**src/rtl/core/cbad_pkg.sv**
```systemverilog
`default_nettype none
// ----------------------------------------------------------------------------
// cbad_pkg
// Shared types and constants for the CPU bus address decoder.
// ----------------------------------------------------------------------------
package cbad_pkg;

    localparam int RAM_BYTES     = 2048;
    localparam int ROM_MAX_BYTES = 32768;
    localparam int RAM_AW        = $clog2(RAM_BYTES);
    localparam int ROM_AW        = $clog2(ROM_MAX_BYTES);

    localparam int ADDR_W  = 16;
    localparam int DATA_W  = 8;
    localparam int INDEX_W = 15;
    localparam int CFG_W   = 16;

    localparam int IN_TDATA_W  = 40;
    localparam int IN_TUSER_W  = 2;
    localparam int OUT_TDATA_W = 32;
    localparam int OUT_TUSER_W = 4;

    localparam logic [ADDR_W-1:0] RAM_MASK        = 16'h07FF;
    localparam logic [ADDR_W-1:0] RAM_END         = 16'h2000;
    localparam logic [ADDR_W-1:0] PPU_END         = 16'h4000;
    localparam logic [ADDR_W-1:0] PPU_MASK        = 16'h2007;
    localparam logic [ADDR_W-1:0] APU_LAST        = 16'h4013;
    localparam logic [ADDR_W-1:0] DMA_ADDR        = 16'h4014;
    localparam logic [ADDR_W-1:0] APU_STATUS      = 16'h4015;
    localparam logic [ADDR_W-1:0] PAD0_ADDR       = 16'h4016;
    localparam logic [ADDR_W-1:0] PAD1_ADDR       = 16'h4017;
    localparam logic [ADDR_W-1:0] ROM_BASE        = 16'h8000;
    localparam logic [ADDR_W-1:0] ROM_MIRROR_SIZE = 16'd16384;
    localparam logic [ADDR_W-1:0] ROM_MIRROR_MASK = 16'h3FFF;
    localparam logic [ADDR_W-1:0] ROM_LIMIT       = ADDR_W'(ROM_MAX_BYTES);
    localparam logic [ADDR_W-1:0] PAD0_PORT       = 16'd0;
    localparam logic [ADDR_W-1:0] PAD1_PORT       = 16'd1;

    typedef enum logic [1:0] {
        ACT_READ  = 2'd0,
        ACT_WRITE = 2'd1,
        ACT_LOAD  = 2'd2,
        ACT_NONE  = 2'd3
    } t_action;

    typedef enum logic [2:0] {
        TGT_NONE = 3'd0,
        TGT_RAM  = 3'd1,
        TGT_ROM  = 3'd2,
        TGT_PPU  = 3'd3,
        TGT_APU  = 3'd4,
        TGT_PAD  = 3'd5,
        TGT_DMA  = 3'd6
    } t_target;

    typedef enum logic [1:0] {
        SEL_ZERO = 2'd0,
        SEL_RAM  = 2'd1,
        SEL_ROM  = 2'd2
    } t_sel;

    typedef struct packed {
        logic              ram_we;
        logic              ram_re;
        logic [RAM_AW-1:0] ram_addr;
        logic              rom_we;
        logic              rom_re;
        logic [ROM_AW-1:0] rom_addr;
        t_sel              sel;
        t_target           target;
        logic [ADDR_W-1:0] dev_addr;
        logic [DATA_W-1:0] dev_data;
        logic              dev_wr;
    } t_dec;

    typedef struct packed {
        t_sel              sel;
        t_target           target;
        logic [ADDR_W-1:0] dev_addr;
        logic [DATA_W-1:0] dev_data;
        logic              dev_wr;
    } t_res;

endpackage
`default_nettype wire

```
**src/rtl/core/cbad_decode.sv**
```systemverilog
`default_nettype none
// ----------------------------------------------------------------------------
// cbad_decode
// Address map: picks the target, memory access and forwarded fields.
// ----------------------------------------------------------------------------
module cbad_decode (
    input  wire cbad_pkg::t_action                i_action,
    input  wire logic [cbad_pkg::ADDR_W-1:0]      i_address,
    input  wire logic [cbad_pkg::DATA_W-1:0]      i_data,
    input  wire logic [cbad_pkg::INDEX_W-1:0]     i_index,
    input  wire logic [cbad_pkg::CFG_W-1:0]       i_prg_bytes,
    output cbad_pkg::t_dec                        o_dec
);

    logic [cbad_pkg::ADDR_W-1:0] w_ram_off;
    logic [cbad_pkg::ADDR_W-1:0] w_rom_off;
    logic                        w_rom_hit;
    logic                        w_load_ok;

    always_comb begin
        w_ram_off = i_address & cbad_pkg::RAM_MASK;
        w_rom_off = i_address - cbad_pkg::ROM_BASE;
        if (i_prg_bytes == cbad_pkg::ROM_MIRROR_SIZE) begin
            w_rom_off = w_rom_off & cbad_pkg::ROM_MIRROR_MASK;
        end
        w_rom_hit = (i_prg_bytes != '0) && (w_rom_off < i_prg_bytes)
                    && (w_rom_off < cbad_pkg::ROM_LIMIT);
        w_load_ok = {1'b0, i_index} < cbad_pkg::ROM_LIMIT;
    end

    always_comb begin
        o_dec          = '0;
        o_dec.sel      = cbad_pkg::SEL_ZERO;
        o_dec.target   = cbad_pkg::TGT_NONE;
        o_dec.ram_addr = w_ram_off[cbad_pkg::RAM_AW-1:0];
        o_dec.rom_addr = w_rom_off[cbad_pkg::ROM_AW-1:0];
        unique case (i_action)
            cbad_pkg::ACT_READ: begin
                priority if (i_address < cbad_pkg::RAM_END) begin
                    o_dec.target = cbad_pkg::TGT_RAM;
                    o_dec.sel    = cbad_pkg::SEL_RAM;
                    o_dec.ram_re = 1'b1;
                end else if (i_address < cbad_pkg::PPU_END) begin
                    o_dec.target   = cbad_pkg::TGT_PPU;
                    o_dec.dev_addr = i_address & cbad_pkg::PPU_MASK;
                end else if (i_address == cbad_pkg::PAD0_ADDR) begin
                    o_dec.target   = cbad_pkg::TGT_PAD;
                    o_dec.dev_addr = cbad_pkg::PAD0_PORT;
                end else if (i_address == cbad_pkg::PAD1_ADDR) begin
                    o_dec.target   = cbad_pkg::TGT_PAD;
                    o_dec.dev_addr = cbad_pkg::PAD1_PORT;
                end else if (i_address == cbad_pkg::APU_STATUS) begin
                    o_dec.target   = cbad_pkg::TGT_APU;
                    o_dec.dev_addr = i_address;
                end else if ((i_address >= cbad_pkg::ROM_BASE) && w_rom_hit) begin
                    o_dec.target = cbad_pkg::TGT_ROM;
                    o_dec.sel    = cbad_pkg::SEL_ROM;
                    o_dec.rom_re = 1'b1;
                end else begin
                    o_dec.target = cbad_pkg::TGT_NONE;
                end
            end
            cbad_pkg::ACT_WRITE: begin
                priority if (i_address < cbad_pkg::RAM_END) begin
                    o_dec.target = cbad_pkg::TGT_RAM;
                    o_dec.ram_we = 1'b1;
                end else if (i_address < cbad_pkg::PPU_END) begin
                    o_dec.target   = cbad_pkg::TGT_PPU;
                    o_dec.dev_addr = i_address & cbad_pkg::PPU_MASK;
                    o_dec.dev_data = i_data;
                    o_dec.dev_wr   = 1'b1;
                end else if (i_address == cbad_pkg::DMA_ADDR) begin
                    o_dec.target   = cbad_pkg::TGT_DMA;
                    o_dec.dev_addr = i_address;
                    o_dec.dev_data = i_data;
                    o_dec.dev_wr   = 1'b1;
                end else if (i_address == cbad_pkg::PAD0_ADDR) begin
                    o_dec.target   = cbad_pkg::TGT_PAD;
                    o_dec.dev_addr = cbad_pkg::PAD0_PORT;
                    o_dec.dev_data = i_data;
                    o_dec.dev_wr   = 1'b1;
                end else if ((i_address <= cbad_pkg::APU_LAST)
                             || (i_address == cbad_pkg::APU_STATUS)
                             || (i_address == cbad_pkg::PAD1_ADDR)) begin
                    o_dec.target   = cbad_pkg::TGT_APU;
                    o_dec.dev_addr = i_address;
                    o_dec.dev_data = i_data;
                    o_dec.dev_wr   = 1'b1;
                end else begin
                    o_dec.target = cbad_pkg::TGT_NONE;
                end
            end
            cbad_pkg::ACT_LOAD: begin
                o_dec.rom_we   = w_load_ok;
                o_dec.rom_addr = i_index[cbad_pkg::ROM_AW-1:0];
            end
            cbad_pkg::ACT_NONE: begin
                o_dec.target = cbad_pkg::TGT_NONE;
            end
            default: begin
                o_dec.target = cbad_pkg::TGT_NONE;
            end
        endcase
    end

endmodule
`default_nettype wire

```
**config.mk**
```make
export PLATFORM = sky130hd
export DESIGN_NAME = cbad_decode
export DESIGN_NICKNAME = d
export VERILOG_FILES = /design/src/rtl/core/cbad_pkg.sv /design/src/rtl/core/cbad_decode.sv
export SDC_FILE = /design/constraint.sdc
export NUM_CORES = 1
export LEC_CHECK = 0
export BUFFER_PORTS_ARGS = -buffer_cell sky130_fd_sc_hd__buf_2
export CORE_AREA = 2 2 62 64
export DETAILED_ROUTE_END_ITERATION = 6
export DIE_AREA = 0 0 64 66
export PLACE_DENSITY_LB_ADDON = 0.05
export SLEW_MARGIN = 20
export SYNTH_ARGS = -nofsm -noshare
export SYNTH_HDL_FRONTEND = slang
export SYNTH_SLANG_ARGS = --single-unit
```
**constraint.sdc**
```tcl
create_clock -name vclk -period 2.1
set_input_delay 0.105 -clock vclk [all_inputs]
set_output_delay 0.105 -clock vclk [all_outputs]
set_load 0.01 [all_outputs]
```
==> summary.md, run 1 <==
| Metric | Value |
|---|---|
| Status | complete, but fails checks |
| Failing checks | negative setup slack |
| Die Wd | 64 µm |
| Detailed-route vias per instance | 4.785 |
| Hold Vio Cnt, Final | 0 |
| Diodes inserted | 0 |
| DRC | 0 |
| Post-synth top cells | buf_4 (22), inv_1 (19), ha_1 (15) |
| Largest net degree at the start of global routing | 18 |
| Hold EP | o_dec[55] |
| ANT nets after route | 0 |
| Hpwl dp | 3299 µm |
| Worst hold start | i_address[8] |
| Pwr dens | 166.9 nW/µm² |
| Leakage | 1.029 nW |
| Max VDD drop | 75.73 µV |
| Max Freq | 413.6 MHz |
| First-pass GRT wire length | 5982 µm |
| Yosys warns | 0 |
| Syn Area/Cell | 7.220 µm² |
| Fin. max-slew vios | 0 |
| Overall power | 0.3108 mW |
| Initial drt markers | 37 |
| Multi-input logic area | 1017 µm² |
| Port buffer count | 108 |
| Total Wirelength | 3955 µm |
| Final period utilization | 115.1% |
| Setup WS post-layout | -318.0 ps |
| Main area contributors after synthesis | ha_1 (16%), buf_4 (14%), mux2_1 (14%), inv_1 (6.1%), and2_1 (4.3%) |
| Full die area | 4224 µm² |
| Starting Density | 32.73% |
| Filler cells | 376 |
| Area Overhead vs Synth | 60.17% |
| Worst-Margin Slew | 547.4 ps |
| Crit path kind | input port to primary output |
| Gate Count Post-Synth | 161 |
| RSZ-0062 raised after global routing | yes |
| Register area | 0 µm² |
| Nets | 342 |
| GPL Wtd Cong | 0.7540 |
| CP Max Fanout | 3 |
| CP required | 2000 ps |
| Hold Buf Count CTS | 0 |
| Slew HR | 62.56% |
| WP data arrival | 2310 ps |
| Synth Cell Area | 1162 µm² |
| Rows | 22 |
| Post-placement setup slack | -308.9 ps |
| Setup_tns | -816.5 ps |
| Non-Filler Instances | 316 |
| DRT Pass-1 Iters | 4 |
| Num sequential | 0 |
| Core ar. | 3551 µm² |
| Initial antenna violation count | 0 |
| CP Launch Type | input port |
| Area share of the largest cell type after synthesis | 16.15% |
| Postcts setup bufs | 0 |
| HP Class | input port to primary output |
| Most common cell in the netlist | buf_4 |
| Grt ovf | 0 |
| Placed cells | 316 |
| Area leader, netlist | ha_1 |
| Unique masters post-synth | 43 |
| Crit path capture type | primary output |
| MaxCap Viol Count | 0 |
| Number of I/O pins | 117 |
| Vias in the first global route | 1304 |
| Hold depth | 2 |
| Min Tclk post-route | 2418 ps |
| GRT Total Usage | 17.27% |
| # setup viols final | 3 |
| Vias | 1512 |
| Routed WL per cell | 12.52 µm |
| Post-synthesis sequential area ratio | 0% |
| # clk buffers | 0 |
| Die Ht | 66 µm |
| Final core occ | 52.43% |
| Fraction of layout cells with a size suffix above 1 | 52.61% |
power by group:
| group | internal (mW) | total [mW] | switching [mW] |
|---|---|---|---|
| clock network | 0 | 0 | 0 |
| registers | 0 | 0 | 0 |
| logic | 0.150 | 0.311 | 0.161 |
timing repair:
action	in CTS	in global routing
cloned	0	0
pin swaps	3	8
setup endpoints to repair	3	3
resized for setup	6	7
cell usage in the layout (no fill, tap or decap), types with 3 or more instances in the layout:
cell / n
nor4_1: 4
ha_1: 14
nand2_1: 5
o21ai_0: 3
and2_1: 8
nor2_1: 6
buf_4: 18
a21oi_1: 5
or4_4: 4
mux2_1: 14
buf_2: 102
nor3_1: 7
conb_1: 9
buf_6: 6
nand4_1: 4
inv_1: 19
routing by layer:
| layer | vias to the layer above | GRT usage (%) | part of all wire (%) |
|---|---|---|---|
| li1 | 771 | - | - |
| met1 | 666 | 23.98 | 46 |
| met2 | 73 | 30.08 | 46 |
| met3 | 2 | 1.704 | 7.5 |
| met4 | 0 | 0.8152 | 0.35 |
| met5 | - | 0 | 0 |
worst max-delay path by stage:
stage                          from         to
floorplan           i_prg_bytes[10]  o_dec[45]
global placement    i_prg_bytes[10]  o_dec[26]
detailed placement  i_prg_bytes[10]  o_dec[26]
CTS                 i_prg_bytes[15]  o_dec[26]
global route        i_prg_bytes[13]  o_dec[26]
finish              i_prg_bytes[13]  o_dec[26]
area by class of cell:
| class | instances | area share [%] |
|---|---|---|
| multi-input cells | 123 | 54.64 |
| well taps | 48 | 3.226 |
| repair buffers | 126 | 38.31 |
| inverters | 19 | 3.831 |
cell families after synthesis:
family          share of synthesized area, %
other cells                           0.3226
buf+inv                                22.07
compound gates                         17.01
fa+ha+maj                              16.15
mux                                    13.56
simple gates                           30.89
critical path, cell delays in order:
cell and delay, ps:
buf_6 90, or4_4 530, nor2_4 180, a31oi_2 110, ha_1 300, nand4_1 100
or4_4 560, nand3_4 90, o22ai_2 80, buf_2 150
through the flow:
stage	hold slack (ps)	area (µm²)
floorplan	264.4	1224
CTS	456.9	1813
detailed placement	456.4	1773
finish	452.0	1862
global route	474.4	1862
global placement	463.8	1773
No activity file was read; power rests on OpenSTA's default activity.
==> inputs of run 2 (changes only) <==
==> constraint.sdc (replaced) <==
create_clock -name vclk -period 2.1
set_input_delay 0.105 -clock vclk [all_inputs]
set_output_delay 0.105 -clock vclk [all_outputs]
set_load 0.1 [all_outputs]
==> run 2 against run 1 <==
The flow still finishes with violations (negative setup slack); global-route usage is 3.7 points higher; via count is 7.5% higher; routed wire length is 17% higher; worst setup slack worse by 92 ps; utilization is 23 points higher; critical path type unchanged; critical endpoint unchanged; largest cell class is now buffers.
==> summary.md, run 2 (synthesized netlist as in run 1, its figures left out) <==
| Metric | Value |
|---|---|
| Core ar. | 3551 µm² (unchanged) |
| Final core occ | 75.44% (was 52.43%) |
| Max Freq | 398.4 MHz (was 413.6 MHz) |
| CP Max Fanout | 3 (unchanged) |
| Slew HR | 55.17% (was 62.56%) |
| # setup viols final | 3 (unchanged) |
| Most frequent cells in the layout | buf_2 (70), buf_4 (39), buf_12 (34) (was buf_2 (102), inv_1 (19), buf_4 (18)) |
| Setup WS post-layout | -410.2 ps (was -318.0 ps) |
| Total Wirelength | 4630 µm (was 3955 µm) |
| WHS | 583.5 ps (was 452.0 ps) |
| Vias in the first global route | 1551 (was 1304) |
| Leakage | 1.297 nW (was 1.029 nW) |
| Min Tclk post-route | 2510 ps (was 2418 ps) |
| Port buffer count | 108 (unchanged) |
| CP Buf/Inv Count | 2 (unchanged) |
| Setup_tns | -1172 ps (was -816.5 ps) |
| Grt peak-use layer | met2 (unchanged) |
| Global-route track usage on met2 | 41.93% (was 30.08%) |
| GPL Wtd Cong | 0.8181 (was 0.7540) |
| Area Overhead vs Synth | 130.5% (was 60.17%) |
| Max VDD drop | 290.3 µV (was 75.73 µV) |
| Crit-path most repeated cell | or4_4 (unchanged) |
| Crit path kind | input port to primary output (unchanged) |
| Area after DPL | 2547 µm² (was 1773 µm²) |
| Diodes inserted | 0 (unchanged) |
| Hpwl dp | 3969 µm (was 3299 µm) |
| Hold depth | 4 (was 2) |
| CP Launch Type | input port (unchanged) |
| Met1 Track Usage GR | 25.46% (was 23.98%) |
| WP data arrival | 2410 ps (was 2310 ps) |
| Initial antenna violation count | 0 (unchanged) |
| Largest net degree at the start of global routing | 12 (was 18) |
| DRT Pass-1 Iters | 4 (unchanged) |
| Failing checks | negative setup slack (unchanged) |
| Crit path capture type | primary output (unchanged) |
| GR Util met3 | 1.533% (was 1.704%) |
| ANT nets after route | 0 (unchanged) |
| Num sequential | 0 (unchanged) |
| Number of I/O pins | 117 (unchanged) |
| First-pass GRT wire length | 7203 µm (was 5982 µm) |
| Final period utilization | 119.5% (was 115.1%) |
| Filler cells | 276 (was 376) |
| Max stage delay cell, worst path | or4_4 (unchanged) |
| Status | complete, but fails checks (unchanged) |
| Grt ovf | 0 (unchanged) |
| CP peak stage delay | 580 ps (was 560 ps) |
| Pwr dens | 312.8 nW/µm² (was 166.9 nW/µm²) |
| Nets | 363 (was 342) |
| Fraction of layout cells with a size suffix above 1 | 66.44% (was 52.61%) |
| Routed WL per cell | 13.74 µm (was 12.52 µm) |
| Rows | 22 (unchanged) |
| Hold Vio Cnt, Final | 0 (unchanged) |
| Cells along the critical path | buf_6 -> or4_4 -> nor2_4 -> a31oi_4 -> ha_4 -> nand4_1 -> or4_4 -> nand3_4 -> o22ai_4 -> buf_12 (was buf_6 -> or4_4 -> nor2_4 -> a31oi_2 -> ha_1 -> nand4_1 -> or4_4 -> nand3_4 -> o22ai_2 -> buf_2) |
| Design area | 2679 µm² (was 1862 µm²) |
| Initial drt markers | 50 (was 37) |
| HP Class | input port to primary output (unchanged) |
| CP required | 2000 ps (about the same) |
| Hold EP | o_dec[31] (was o_dec[55]) |
| GRT Total Usage | 20.99% (was 17.27%) |
| Die Wd | 64 µm (unchanged) |
| # clk buffers | 0 (unchanged) |
| Die Ht | 66 µm (unchanged) |
| Hold Buf Count CTS | 0 (unchanged) |
| Register area | 0 µm² (unchanged) |
| Detailed-route vias per instance | 4.822 (was 4.785) |
| RSZ-0062 raised after global routing | yes (unchanged) |
| MaxCap Viol Count | 0 (unchanged) |
| Starting Density | 32.73% (unchanged) |
| Vias | 1625 (was 1512) |
| Full die area | 4224 µm² (unchanged) |
| DRC | 0 (unchanged) |
| CP delay by family, top | simple AND/OR/NAND/NOR gates (unchanged) |
| Worst-Margin Slew | 655.5 ps (was 547.4 ps) |
| Commonest non-fill, non-tap cell in the layout | buf_2 (unchanged) |
| Worst hold start | i_index[1] (was i_address[8]) |
| Fin. max-slew vios | 0 (unchanged) |
==> run 2: changes by cell type in the layout (fill, tap and decap cells not counted), sizes merged <==
| cell | previous run | this run |
|---|---|---|
| buf | 126 | 147 |
==> run 2: area by class of cell <==
cell class	count	area [µm²]	share of cell area, %
well taps	48	60.06	2.242
repair buffers	147	1373	51.24
inverters	19	71.32	2.662
multi-input cells	123	1175	43.86
==> run 2: timing repair <==
| item | 4_1_cts | 5_1_grt |
|---|---|---|
| setup buffers | 1 | 1 |
| pin swaps | 9 | 1 |
| setup endpoints to repair | 4 | 4 |
| gates resized for setup | 22 | 2 |
==> run 2: through the flow <==
step / total power [mW] / worst slack (ps) / cells
global route: 0.8738 / -450.9 / 337
floorplan: 0.5521 / -376.7 / 169
CTS: 0.8330 / -351.6 / 336
detailed placement: 0.8101 / -531.4 / 335
finish: 0.8379 / -410.2 / 337
global placement: 0.8035 / -496.0 / 335
==> run 2: how the worst max path moves through the flow <==
stage               startpoint   endpoint  slack [ps]  depth (start not counted)
2_1_floorplan  i_prg_bytes[10]  o_dec[45]        -380                          9
3_3_place_gp   i_prg_bytes[10]  o_dec[26]        -500                         10
3_5_place_dp   i_prg_bytes[10]  o_dec[26]        -530                         10
4_1_cts         i_prg_bytes[8]  o_dec[26]        -350                         10
5_1_grt         i_prg_bytes[8]  o_dec[26]        -450                         10
6_report        i_prg_bytes[8]  o_dec[26]        -410                         10
==> run 2: per-layer routing <==
layer	vias up	share of wire, %	wire length (µm)
li1	817	-	-
met1	745	40	1852
met2	61	54	2512
met3	2	5.3	244
met4	0	0.45	21
met5	-	0	0
==> run 2: report_power, final <==
part	switching (mW)	leakage [nW]	internal, mW
combinational	0.561	1.30	0.277
sequential	0	0	0
clock	0	0	0
total	0.561	1.30	0.277
==> run 2: worst min-delay path, cell delays in order <==
cell and delay (ps):
buf_2 70, nand2_1 50, o21ai_2 80, buf_12 170
